**src/design/gbi_pkg.sv**
```systemverilog
// Shared types, codes and widths for the gyro bias calibration block.
package gbi_pkg;

  // Field widths
  localparam int OP_W       = 3;
  localparam int SAMPLE_W   = 16;
  localparam int LEVEL_W    = 24;
  localparam int DIFF_W     = LEVEL_W + 1;
  localparam int DIFF_MAG_W = LEVEL_W;
  localparam int GAIN_W     = 32;
  localparam int PROD_W     = DIFF_MAG_W + GAIN_W;
  localparam int ACC_W      = 64;
  localparam int ANGLE_W    = 48;
  localparam int ANGLE_LSB  = 16;
  localparam int MODE_W     = 2;
  localparam int CNT_W      = 5;
  localparam int ITER_W     = 5;
  localparam int IN_DATA_W  = 16;
  localparam int OUT_DATA_W = 80;

  // Default number of calibration samples
  localparam int CAL_SAMPLES_DEF = 20;

  // Null level after reset: 0.7576 of full scale
  localparam logic [LEVEL_W-1:0] NULL_RESET = 24'd12710419;

  // Last iteration index of the serial units
  localparam logic [ITER_W-1:0] ITER_LAST = ITER_W'(DIFF_MAG_W - 1);

  // Event codes
  localparam logic [OP_W-1:0] OP_TICK    = 3'd0;
  localparam logic [OP_W-1:0] OP_ZERO    = 3'd1;
  localparam logic [OP_W-1:0] OP_CAL     = 3'd2;
  localparam logic [OP_W-1:0] OP_ENABLE  = 3'd3;
  localparam logic [OP_W-1:0] OP_DISABLE = 3'd4;

  // Run modes
  localparam logic [MODE_W-1:0] MODE_IDLE = 2'd0;
  localparam logic [MODE_W-1:0] MODE_CAL  = 2'd1;
  localparam logic [MODE_W-1:0] MODE_RUN  = 2'd2;

  // Sequencer states
  typedef enum logic [2:0] {
    ST_IDLE,
    ST_DISPATCH,
    ST_MUL,
    ST_DIV,
    ST_FIN
  } state_t;

endpackage

```
**src/design/gbi_mul.sv**
```systemverilog
// Shift-add serial multiplier: one multiplier bit per cycle.
module gbi_mul import gbi_pkg::*; (
  input  logic                  clk,
  input  logic                  rst,
  input  logic                  start,
  input  logic [DIFF_MAG_W-1:0] mplier,
  input  logic [GAIN_W-1:0]     mcand,
  output logic                  done,
  output logic [PROD_W-1:0]     product
);

  logic                  busy;
  logic [ITER_W-1:0]     cnt;
  logic [GAIN_W-1:0]     hi;
  logic [DIFF_MAG_W-1:0] lo;
  logic [GAIN_W-1:0]     mcand_r;
  logic [GAIN_W:0]       add_sum;

  // Add the multiplicand into the upper half when the current bit is set
  always_comb begin
    add_sum = {1'b0, hi} + (lo[0] ? {1'b0, mcand_r} : '0);
  end

  // Sequence the iterations
  always_ff @(posedge clk) begin
    if (rst) begin
      busy <= 1'b0;
      done <= 1'b0;
      cnt  <= '0;
    end else begin
      done <= 1'b0;
      if (start) begin
        busy <= 1'b1;
        cnt  <= '0;
      end else if (busy) begin
        cnt <= cnt + 1'b1;
        if (cnt == ITER_LAST) begin
          busy <= 1'b0;
          done <= 1'b1;
        end
      end
    end
  end

  // Shift the partial product right one bit per step
  always_ff @(posedge clk) begin
    if (start) begin
      hi      <= '0;
      lo      <= mplier;
      mcand_r <= mcand;
    end else if (busy) begin
      {hi, lo} <= {add_sum, lo[DIFF_MAG_W-1:1]};
    end
  end

  assign product = {hi, lo};

endmodule

```
**src/design/gbi_div.sv**
```systemverilog
// Restoring serial divider: one quotient bit per cycle.
module gbi_div import gbi_pkg::*; (
  input  logic                  clk,
  input  logic                  rst,
  input  logic                  start,
  input  logic [DIFF_MAG_W-1:0] dividend,
  input  logic [CNT_W-1:0]      divisor,
  output logic                  done,
  output logic [DIFF_MAG_W-1:0] quotient
);

  logic                  busy;
  logic [ITER_W-1:0]     cnt;
  logic [CNT_W-1:0]      rem;
  logic [DIFF_MAG_W-1:0] quo;
  logic [CNT_W-1:0]      dvs;
  logic [CNT_W:0]        trial;
  logic [CNT_W:0]        trial_sub;
  logic                  ge;

  // Bring down the next dividend bit and try the subtraction
  always_comb begin
    trial     = {rem, quo[DIFF_MAG_W-1]};
    trial_sub = trial - {1'b0, dvs};
    ge        = (trial >= {1'b0, dvs});
  end

  // Sequence the iterations
  always_ff @(posedge clk) begin
    if (rst) begin
      busy <= 1'b0;
      done <= 1'b0;
      cnt  <= '0;
    end else begin
      done <= 1'b0;
      if (start) begin
        busy <= 1'b1;
        cnt  <= '0;
      end else if (busy) begin
        cnt <= cnt + 1'b1;
        if (cnt == ITER_LAST) begin
          busy <= 1'b0;
          done <= 1'b1;
        end
      end
    end
  end

  // Shift quotient bits in as dividend bits leave
  always_ff @(posedge clk) begin
    if (start) begin
      rem <= '0;
      quo <= dividend;
      dvs <= divisor;
    end else if (busy) begin
      rem <= ge ? trial_sub[CNT_W-1:0] : trial[CNT_W-1:0];
      quo <= {quo[DIFF_MAG_W-2:0], ge};
    end
  end

  assign quotient = quo;

endmodule

```
**src/design/gyro_bias_calibrate_integrate.sv**
```systemverilog
// Top level: gyro bias calibration and rate integration sequencer.
// Events and ticks that need no arithmetic pass from accept through dispatch
// to the finish state; integrating and averaging ticks also pass through the
// 24-step serial multiplier or divider. One request is in work at a time, so
// no new request is taken until the last result is loaded for output.
// Synchronous reset clears the angle, count, mode and gain and loads the
// default null level; the block accepts requests right after reset.
module gyro_bias_calibrate_integrate import gbi_pkg::*; #(
  parameter int CAL_SAMPLES = CAL_SAMPLES_DEF
) (
  input  logic                  clk,
  input  logic                  rst,
  input  logic                  cfg_wr_en,
  input  logic [GAIN_W-1:0]     cfg_wr_data,   // scale_gain
  input  logic                  s_tvalid,
  output logic                  s_tready,
  input  logic [IN_DATA_W-1:0]  s_tdata,       // [15:0] rate_sample
  input  logic [OP_W-1:0]       s_tuser,       // [2:0] op
  output logic                  m_tvalid,
  input  logic                  m_tready,
  // [47:0] angle, [71:48] null_level, [73:72] mode, [74] sample_applied,
  // [79:75] zero
  output logic [OUT_DATA_W-1:0] m_tdata
);

  localparam logic [CNT_W-1:0] CAL_LIMIT = CNT_W'(CAL_SAMPLES);

  state_t state, state_next;

  // Architectural state
  logic signed [GAIN_W-1:0] scale_gain;
  logic [ACC_W-1:0]         angle_acc, angle_next;
  logic [LEVEL_W-1:0]       null_acc, null_next;
  logic [CNT_W-1:0]         cal_count, count_next;
  logic [MODE_W-1:0]        run_mode, mode_next;
  logic                     applied_next;

  // Request held while in work
  logic [OP_W-1:0]     op_r;
  logic [SAMPLE_W-1:0] sample_r;

  // Datapath
  logic [LEVEL_W-1:0]    level;
  logic [DIFF_W-1:0]     diff;
  logic [DIFF_W-1:0]     diff_abs;
  logic                  diff_neg;
  logic [DIFF_MAG_W-1:0] diff_mag;
  logic                  gain_neg;
  logic [GAIN_W-1:0]     gain_mag;
  logic [CNT_W-1:0]      count_inc;
  logic                  need_mul, need_div, slot_free;
  logic                  mul_start, div_start, commit;
  logic                  mul_done, div_done;
  logic [PROD_W-1:0]     product;
  logic [DIFF_MAG_W-1:0] quotient;
  logic [ACC_W:0]        prod_ext, addend, sum_ext;
  logic [ACC_W-1:0]      sat_sum;
  logic [DIFF_W-1:0]     q_ext, q_signed, null_sum;

  // Form the signed difference and the operand magnitudes
  always_comb begin
    level     = {sample_r, 8'h00};
    diff      = {1'b0, level} - {1'b0, null_acc};
    diff_neg  = diff[DIFF_W-1];
    diff_abs  = diff_neg ? (~diff + 1'b1) : diff;
    diff_mag  = diff_abs[DIFF_MAG_W-1:0];
    gain_neg  = scale_gain[GAIN_W-1];
    gain_mag  = gain_neg ? (~scale_gain + 1'b1) : scale_gain;
    count_inc = cal_count + 1'b1;
    need_mul  = (op_r == OP_TICK) && (run_mode == MODE_RUN);
    need_div  = (op_r == OP_TICK) && (run_mode == MODE_CAL) &&
                (cal_count < CAL_LIMIT) && (cal_count != '0);
    slot_free = !m_tvalid || m_tready;
  end

  // Apply the product sign and saturate the accumulator sum
  always_comb begin
    prod_ext = {{(ACC_W + 1 - PROD_W){1'b0}}, product};
    addend   = (diff_neg ^ gain_neg) ? (~prod_ext + 1'b1) : prod_ext;
    sum_ext  = {angle_acc[ACC_W-1], angle_acc} + addend;
    if (sum_ext[ACC_W] != sum_ext[ACC_W-1]) begin
      sat_sum = sum_ext[ACC_W] ? {1'b1, {(ACC_W-1){1'b0}}} : {1'b0, {(ACC_W-1){1'b1}}};
    end else begin
      sat_sum = sum_ext[ACC_W-1:0];
    end
  end

  // Step the running mean by the signed quotient
  always_comb begin
    q_ext    = {1'b0, quotient};
    q_signed = diff_neg ? (~q_ext + 1'b1) : q_ext;
    null_sum = {1'b0, null_acc} + q_signed;
  end

  // Work out the state after the request
  always_comb begin
    angle_next   = angle_acc;
    null_next    = null_acc;
    count_next   = cal_count;
    mode_next    = run_mode;
    applied_next = 1'b0;
    case (op_r)
      OP_TICK: begin
        if (run_mode == MODE_RUN) begin
          angle_next   = sat_sum;
          applied_next = 1'b1;
        end else if (run_mode == MODE_CAL) begin
          if (cal_count >= CAL_LIMIT) begin
            mode_next = MODE_IDLE;
          end else begin
            count_next = count_inc;
            null_next  = (cal_count == '0) ? level : null_sum[LEVEL_W-1:0];
          end
        end
      end
      OP_ZERO: begin
        angle_next = '0;
      end
      OP_CAL: begin
        mode_next  = MODE_CAL;
        count_next = '0;
      end
      OP_ENABLE: begin
        angle_next = '0;
        if (run_mode == MODE_IDLE) begin
          mode_next = MODE_RUN;
        end
      end
      OP_DISABLE: begin
        if (run_mode != MODE_IDLE) begin
          mode_next  = MODE_IDLE;
          angle_next = '0;
        end
      end
      default: begin
      end
    endcase
  end

  // Next state
  always_comb begin
    state_next = state;
    case (state)
      ST_IDLE:     if (s_tvalid) state_next = ST_DISPATCH;
      ST_DISPATCH: begin
        if (need_mul) begin
          state_next = ST_MUL;
        end else if (need_div) begin
          state_next = ST_DIV;
        end else begin
          state_next = ST_FIN;
        end
      end
      ST_MUL:      if (mul_done) state_next = ST_FIN;
      ST_DIV:      if (div_done) state_next = ST_FIN;
      ST_FIN:      if (slot_free) state_next = ST_IDLE;
      default:     state_next = ST_IDLE;
    endcase
  end

  // Sequencer outputs
  always_comb begin
    s_tready  = 1'b0;
    mul_start = 1'b0;
    div_start = 1'b0;
    commit    = 1'b0;
    case (state)
      ST_IDLE:     s_tready = 1'b1;
      ST_DISPATCH: begin
        mul_start = need_mul;
        div_start = !need_mul && need_div;
      end
      ST_FIN:      commit = slot_free;
      default: begin
      end
    endcase
  end

  // Advance the sequencer and the architectural state
  always_ff @(posedge clk) begin
    if (rst) begin
      state      <= ST_IDLE;
      scale_gain <= '0;
      angle_acc  <= '0;
      null_acc   <= NULL_RESET;
      cal_count  <= '0;
      run_mode   <= MODE_IDLE;
    end else begin
      state <= state_next;
      if (cfg_wr_en) begin
        scale_gain <= cfg_wr_data;
      end
      if (commit) begin
        angle_acc <= angle_next;
        null_acc  <= null_next;
        cal_count <= count_next;
        run_mode  <= mode_next;
      end
    end
  end

  // Hold the accepted request
  always_ff @(posedge clk) begin
    if (s_tvalid && s_tready) begin
      op_r     <= s_tuser;
      sample_r <= s_tdata[SAMPLE_W-1:0];
    end
  end

  // Output register: load on commit, drop when taken
  always_ff @(posedge clk) begin
    if (rst) begin
      m_tvalid <= 1'b0;
    end else if (commit) begin
      m_tvalid <= 1'b1;
    end else if (m_tready) begin
      m_tvalid <= 1'b0;
    end
  end

  always_ff @(posedge clk) begin
    if (commit) begin
      m_tdata <= {{(OUT_DATA_W - ANGLE_W - LEVEL_W - MODE_W - 1){1'b0}},
                  applied_next, mode_next, null_next,
                  angle_next[ANGLE_LSB +: ANGLE_W]};
    end
  end

  gbi_mul u_mul (
    .clk     (clk),
    .rst     (rst),
    .start   (mul_start),
    .mplier  (diff_mag),
    .mcand   (gain_mag),
    .done    (mul_done),
    .product (product)
  );

  gbi_div u_div (
    .clk      (clk),
    .rst      (rst),
    .start    (div_start),
    .dividend (diff_mag),
    .divisor  (count_inc),
    .done     (div_done),
    .quotient (quotient)
  );

endmodule

```
**config.mk**
```make
export PLATFORM = sky130hd
export DESIGN_NAME = gyro_bias_calibrate_integrate
export DESIGN_NICKNAME = d
export VERILOG_FILES = /design/src/design/gbi_pkg.sv /design/src/design/gbi_mul.sv /design/src/design/gbi_div.sv /design/src/design/gyro_bias_calibrate_integrate.sv
export SDC_FILE = /design/constraint.sdc
export NUM_CORES = 1
export LEC_CHECK = 0
export ABC_AREA = 1
export BUFFER_PORTS_ARGS = -buffer_cell sky130_fd_sc_hd__buf_2
export CORE_ASPECT_RATIO = 0.6
export CORE_MARGIN = 5
export CORE_UTILIZATION = 63
export CTS_CLUSTER_SIZE = 25
export DETAILED_ROUTE_END_ITERATION = 16
export PLACE_DENSITY = 0.89
export SYNTH_ARGS = -nofsm -noshare
export SYNTH_HDL_FRONTEND = slang
export SYNTH_SLANG_ARGS = --single-unit
export TNS_END_PERCENT = 1
```
**constraint.sdc**
```tcl
create_clock -name clk -period 5.8 [get_ports clk]
set_input_delay 0.87 -clock clk [delete_from_list [all_inputs] [get_ports clk]]
set_output_delay 0.87 -clock clk [all_outputs]
set_load 0.05 [all_outputs]
```
==> After elaboration in Yosys (flattened, before gate mapping) <==
Cells that the tools add are included.
{ "classes": {"bitwise": 7, "addsub": 12, "n_mux": 52, "magnitude_cmp": 3, "n_reduce_logical": 28, "eq_ne": 22} }
{ "op_table": {"columns": ["operator", "count"], "rows": [
  ["$mux 24", 11],
  ["$mux 64", 4],
  ["$pmux 64 s3", 1],
  ["$add 65x1->65 const B", 1],
  ["$add 65x65->65", 1],
  ["$mux 65", 1],
  ["$not 56->65", 1],
  ["$add 24x1->24 const B", 2],
  ["$not 24->24", 2],
  ["$add 32x33->33", 1],
  ["$add 32x1->32 const B", 1],
  ["$mux 32", 1],
  ["$not 32->32", 1],
  ["$mux 31", 1],
  ["$sub 24x24->25", 1],
  ["$add 24x24->24", 1],
  ["$mux 5", 4],
  ["$mux 3", 6],
  ["$add 5x1->5 const B", 3],
  ["$mux 1", 15],
  ["$pmux 3 s5", 1],
  ["$eq 3x2->1 const B", 4],
  ["$ne 2x2->1 const B", 6],
  ["$eq 5x5->1 const B", 2],
  ["28 further kinds", 52]
]} }
{ "totals": {"out_inout_bits": 82, "in_bits": 56, "ff_bits": 361, "wordCells": 149} }

==> Depth between registers and ports, before layout <==
{ "depth": {"depth_word": 9, "mapped_depth": 39, "ltp_nobuf": 37} }

==> Hierarchy <==
A second synthesis with hierarchy kept.
{ "hier_totals": {"cells_unflattened": 4249, "hier_area_um2": 28210.8} }
{ "by_module_without_submodules": {"columns": ["mod", "area_per_inst_um2", "cells_per_inst", "instances"], "rows": [
  ["gyro_bias_calibrate_integrate", 20188.1, 3145, 1],
  ["gbi_mul", 6080.8, 890, 1],
  ["gbi_div", 1941.9, 214, 1]
]} }

==> Worst setup path before layout <==
Ideal clock, no wire load.
{ "synth_timing": {"path_type": "reg2reg", "start": "register u_mul.lo[0]", "end": "register m_tdata[0] (data pin)", "setup_slack_ns": 1.337, "period_less_slack_ns": 4.463, "setup_time_ns": 0.256, "arrival_ns": 4.206, "stages_incl_launch_ff": 34, "path_cell_list": "edfxtp_1 -> buf_2 -> clkbuf_1 -> inv_1 -> ha_1 -> inv_1 -> nor2_1 -> nand2_1 -> nor4_1 -> nand3_1 -> nor3_1 -> nand3_1 -> nor2_1 -> nand2_1 -> nand2_1 -> xor2_1 -> inv_1 -> ha_1 -> nand2_1 -> inv_1 -> nand2_1 -> nand2_1 -> nand2_1 -> a21oi_1 -> nor2_1 -> nand2_1 -> a21oi_1 -> inv_1 -> nand3_2 -> nand3_4 -> nand2_4 -> inv_4 -> buf_6 -> a22o_1"} }
{ "synth_between": {"elab_chain_len": 8, "elab_cells_between_ends": 9} }
{ "synth_rtl": {"columns": ["item", "line", "rtl"], "rows": [
  ["from (decl)", "gbi_mul.sv:15", "logic [DIFF_MAG_W-1:0] lo;"],
  ["from (signal assigned)", "gbi_mul.sv:49", "lo <= mplier;"],
  ["from (signal assigned)", "gbi_mul.sv:52", "{hi, lo} <= {add_sum, lo[DIFF_MAG_W-1:1]};"],
  ["$not 56->65", "gyro_bias_calibrate_integrate.sv:79", "addend = (diff_neg ^ gain_neg) ? (~prod_ext + 1'b1) : prod_ext;"],
  ["$add 65x1->65", "gyro_bias_calibrate_integrate.sv:79", null],
  ["$mux 65 *", "gyro_bias_calibrate_integrate.sv:79", null],
  ["$add 65x65->65 *", "gyro_bias_calibrate_integrate.sv:80", "sum_ext = {angle_acc[ACC_W-1], angle_acc} + addend;"],
  ["$mux 64 or $ne 1x1->1 (tied branches)", "gyro_bias_calibrate_integrate.sv:82, gyro_bias_calibrate_integrate.sv:81", null],
  ["$mux 64 *", "gyro_bias_calibrate_integrate.sv:81", "if (sum_ext[ACC_W] != sum_ext[ACC_W-1]) begin"],
  ["$mux 64 *", "gyro_bias_calibrate_integrate.sv:104", "if (run_mode == MODE_RUN) begin"],
  ["$pmux 64 s3 *", "gyro_bias_calibrate_integrate.sv:102", "case (op_r)"],
  ["net angle_next[16]", "gyro_bias_calibrate_integrate.sv:32", "logic [ACC_W-1:0] angle_acc, angle_next;"],
  ["to (signal assigned)", "gyro_bias_calibrate_integrate.sv:223", "m_tdata <= {{(OUT_DATA_W - ANGLE_W - LEVEL_W - MODE_W - 1){1'b0}},"],
  ["to (decl)", "gyro_bias_calibrate_integrate.sv:23", "output logic [OUT_DATA_W-1:0] m_tdata"]
]} }
The timed path passes the listed nets; every way through them passes the cells marked *. The select of a mux whose other input is x is not followed.
A chain may end at the register's enable or synchronous reset.

==> Worst setup path in the final report <==
{ "layout_timing": {"start": "register sample_r[2]", "end": "register m_tdata[2] (data pin)"} }
{ "layout_between": {"elab_chain_len": 8, "elab_cells_between_ends": 9} }
{ "layout_rtl": {"columns": ["item", "line", "rtl"], "rows": [
  ["from (decl)", "gyro_bias_calibrate_integrate.sv:40", "logic [SAMPLE_W-1:0] sample_r;"],
  ["from (signal assigned)", "gyro_bias_calibrate_integrate.sv:206", "sample_r <= s_tdata[SAMPLE_W-1:0];"],
  ["$sub 24x24->25 *", "gyro_bias_calibrate_integrate.sv:63", "diff = {1'b0, level} - {1'b0, null_acc};"],
  ["$xor 1x1->1 *", "gyro_bias_calibrate_integrate.sv:79", null],
  ["$mux 65 *", "gyro_bias_calibrate_integrate.sv:79", null],
  ["$add 65x65->65 *", "gyro_bias_calibrate_integrate.sv:80", null],
  ["$mux 64 or $ne 1x1->1 (tied branches)", "gyro_bias_calibrate_integrate.sv:82, gyro_bias_calibrate_integrate.sv:81", null],
  ["$mux 64 *", "gyro_bias_calibrate_integrate.sv:81", null],
  ["$mux 64 *", "gyro_bias_calibrate_integrate.sv:104", null],
  ["$pmux 64 s3 *", "gyro_bias_calibrate_integrate.sv:102", null],
  ["net angle_next[18]", "gyro_bias_calibrate_integrate.sv:32", null]
]} }
Marked as above.

==> metrics.md <==
| Metric | Value |
|---|---|
| Status | `completed` |
| Worst Path Arrival | `5.82 ns` |
| Final GP Congestion | `1.08` |
| Synth top area share | `19.7%` |
| Fmax | `0.181 GHz` |
| Crit. End Element | `register` |
| Nets | `4309` |
| CP max-delay cell | `xor2_1` |
| Register area | `9020 um2` |
| Hold Violations, Final | `0` |
| Worst Tran Pin Value | `1.15 ns` |
| CP required | `6.09 ns` |
| CTS tree | `done` |
| Register bit count reported by yosys | `361` |
| Syn Area/Cell | `6.83 um2` |
| H-tree Lvls | `2` |
| Initial core utilization | `63.3%` |
| Maximum VDD drop | `0.256 mV` |
| Pwr per Cell Area | `386 nW/um2` |
| Num ports | `138` |
| Setup TNS | `0 ns` |
| Area of placed instances | `28600 um2` |
| Worst Clk Skew | `0.0249 ns` |
| CTS Sinks | `361` |
| RSZ-0062 raised after global routing | `yes` |
| Maximum capacitance violations | `0` |
| Crit-path max cell delay | `0.46 ns` |
| DRC | `0` |
| Final HPWL DP | `70100 um` |
| Ant diodes | `0` |
| Post-synth top flop | `dfxtp_1` |
| First drt pass iteration count | `7` |
| Design area | `29900 um2` |
| Vias per inst | `5.84` |
| Vias | `27500` |
| First-pass GRT wire length | `137000 um` |
| Final Slew Violations | `0` |
| Total GRT Usage | `36.0%` |
| Top cell type by total area after synthesis | `edfxtp_1` |
| Row count | `59` |
| Root buf cell | `clkbuf_16` |
| Synth-to-Final Area Change | `9.49%` |
| Worst-path clk slew | `0.07 ns` |
| Yosys warning total | `0` |
| Largest net degree at the start of global routing | `180` |
| Final non-filler cell total | `4708` |
| Kind of start point of the critical path | `register` |
| Setup Viol. Count Final | `0` |
| Crit-path max FO | `27` |
| Top cells by area, synth | `edfxtp_1, nand2_1, dfxtp_1, inv_1, ha_1` |
| Pleak | `14.5 nW` |
| EDFF count, synth | `179` |
| Hold WC Path Type | `reg -> reg` |
| Period Utilization, post-route | `95.2%` |
| Gr ovfl total | `0` |
| Crit-path most repeated cell | `nand2_1` |
| TritonCTS Buffers | `36` |
| # port buffers | `132` |
| Starting DRT DRC Count | `3851` |
| Slew headroom | `22.8%` |
| DR WL/cell | `18.9 um` |
| Count of cell types in the netlist | `58` |
| Tmin final | `5.52 ns` |
| Max Buffers Root-to-Sink | `3` |
| FILL cells | `3720` |
| Routed Antenna Nets | `0` |
| Core ar. | `43100 um2` |
| Combined area of the multi-input logic cells | `15600 um2` |
| Die width | `279 um` |
| Die height | `171 um` |
| Async set-reset flop share out of synthesis | `0%` |
| Mapped Cells | `3998` |
| # hold bufs at CTS | `0` |
| Initial antenna violation count | `2` |
| Ratio of cells with drive above 1 in the final layout | `7.14%` |
| Mapped cell area | `27300 um2` |
| Setup CP Type | `reg -> reg` |
| Clk_lat worst skew | `0.56 ns` |
| Die Footprint | `47700 um2` |
| Vias in the first global route | `24600` |
| Dpl cells | `4642` |
| Seq/Total Area, Yosys | `33.0%` |
| Post-Route WL | `88800 um` |
| Worst hold margin | `0.470 ns` |
synth_stat cells, types with 4 or more instances:
cell	instances
a211oi_1	7
a21boi_0	6
a21o_1	16
a21oi_1	297
a22o_1	4
a22oi_1	6
a31oi_1	14
and2_1	6
buf_1	10
buf_2	13
buf_4	5
buf_6	6
clkbuf_1	75
dfxtp_1	182
edfxtp_1	179
fa_1	4
ha_1	148
inv_1	594
inv_2	13
nand2_1	987
nand3_1	240
nand3_2	7
nand3b_1	20
nand4_1	50
nor2_1	414
nor3_1	61
nor3_2	4
nor4_1	21
o211ai_1	18
o21a_1	46
o21ai_0	244
o21ai_1	4
o21bai_1	22
o22ai_1	15
o31ai_1	6
or2_2	7
xnor2_1	71
xor2_1	145
flip-flops by register name, indices dropped and copies added, names as in the netlist, 2 cells and up:
| name | cells |
|---|---|
| u_div.cnt | 5 |
| u_mul.hi | 32 |
| sample_r | 16 |
| u_mul.lo | 24 |
| state | 3 |
| u_mul.mcand_r | 32 |
| op_r | 3 |
| null_acc | 24 |
| u_div.quotient | 24 |
| m_tdata | 75 |
| cal_count | 5 |
| u_mul.cnt | 5 |
| angle_acc | 64 |
| u_div.dvs | 5 |
| scale_gain | 32 |
| run_mode | 2 |
| u_div.rem | 5 |
cell usage in the layout, fill, tap and decap left out, types with 132 or more instances in the layout:
cell type and count:
nor2_1 409, ha_1 146, a21oi_1 293, xor2_1 143, inv_1 594, nand2_1 987, nand3_1 239, edfxtp_1 179
dfxtp_1 182, buf_2 132, o21ai_0 244
logic make-up after synthesis:
group	Yosys count	share of synthesized area [%]
buffers and inverters	720	10.2
AND/OR/NAND/NOR	1833	28.2
adder cells (fa/ha/maj)	152	7.07
flip-flops	361	33.0
AO/OA/AOI/OAI	715	14.6
XOR/XNOR	216	6.93
other	1	0.0137
worst max-delay path: cells and delay by family, from the launching register on:
kind | cells | cell delay, ns
simple gates | 17 | 1.95
buf+inv | 7 | 0.83
compound gates | 4 | 0.83
fa+ha+maj | 2 | 0.73
xor+xnor | 1 | 0.46
flops | 1 | 0.42
power breakdown:
group	leakage [nW]	switching [W]	internal [W]	total (W)
clock	0.608	0.00110	0.00141	0.00251
sequential	3.13	0.000279	0.00295	0.00323
combinational	10.8	0.00399	0.00181	0.00581
path summary, 6_finish.rpt:
| path | slack (ns) | from | to | cells after the start |
|---|---|---|---|---|
| max | 0.28 | sample_r[2] | m_tdata[2] | 31 |
| min | 0.47 | scale_gain[0] | u_mul.mcand_r[0] | 0 |
| max reg2reg | 0.28 | sample_r[2] | m_tdata[2] | 31 |
| min reg2reg | 0.47 | scale_gain[0] | u_mul.mcand_r[0] | 0 |
routing by layer:
| layer | up-vias | track usage [%] | wire length, um |
|---|---|---|---|
| met4 | 4 | 5.91 | 1460 |
| met2 | 1644 | 47.8 | 32700 |
| met1 | 12500 | 55.4 | 40000 |
| met5 | - | 0 | 27 |
| met3 | 133 | 14.2 | 14500 |
| li1 | 13200 | - | - |
layout make-up:
type	count	area share, %
multi-input combinational	2921	52.2
sequential	361	30.2
inverter	611	7.69
clock buffer	48	3.49
timing repair buffer	170	3.44
tap	579	2.42
clock inverter	18	0.632
repair_timing:
| item | in CTS | in global routing |
|---|---|---|
| resized for setup | 0 | 20 |
| endpoints found under the hold margin | 0 | 0 |
| buffers inserted | 0 | 0 |
| endpoints found under the setup margin | 0 | 110 |
through the flow:
stage	total power (W)	util [%]	setup WS (ns)
after global placement	0.00869	66.3	0.320
final	0.0116	69.4	0.277
after global routing	0.0122	69.4	-0.0284
after CTS	0.0113	69.2	0.210
after floorplan	0.00717	-	1.34
after detailed placement	0.00876	66.3	0.224
Power figures use the tool's default switching activity.
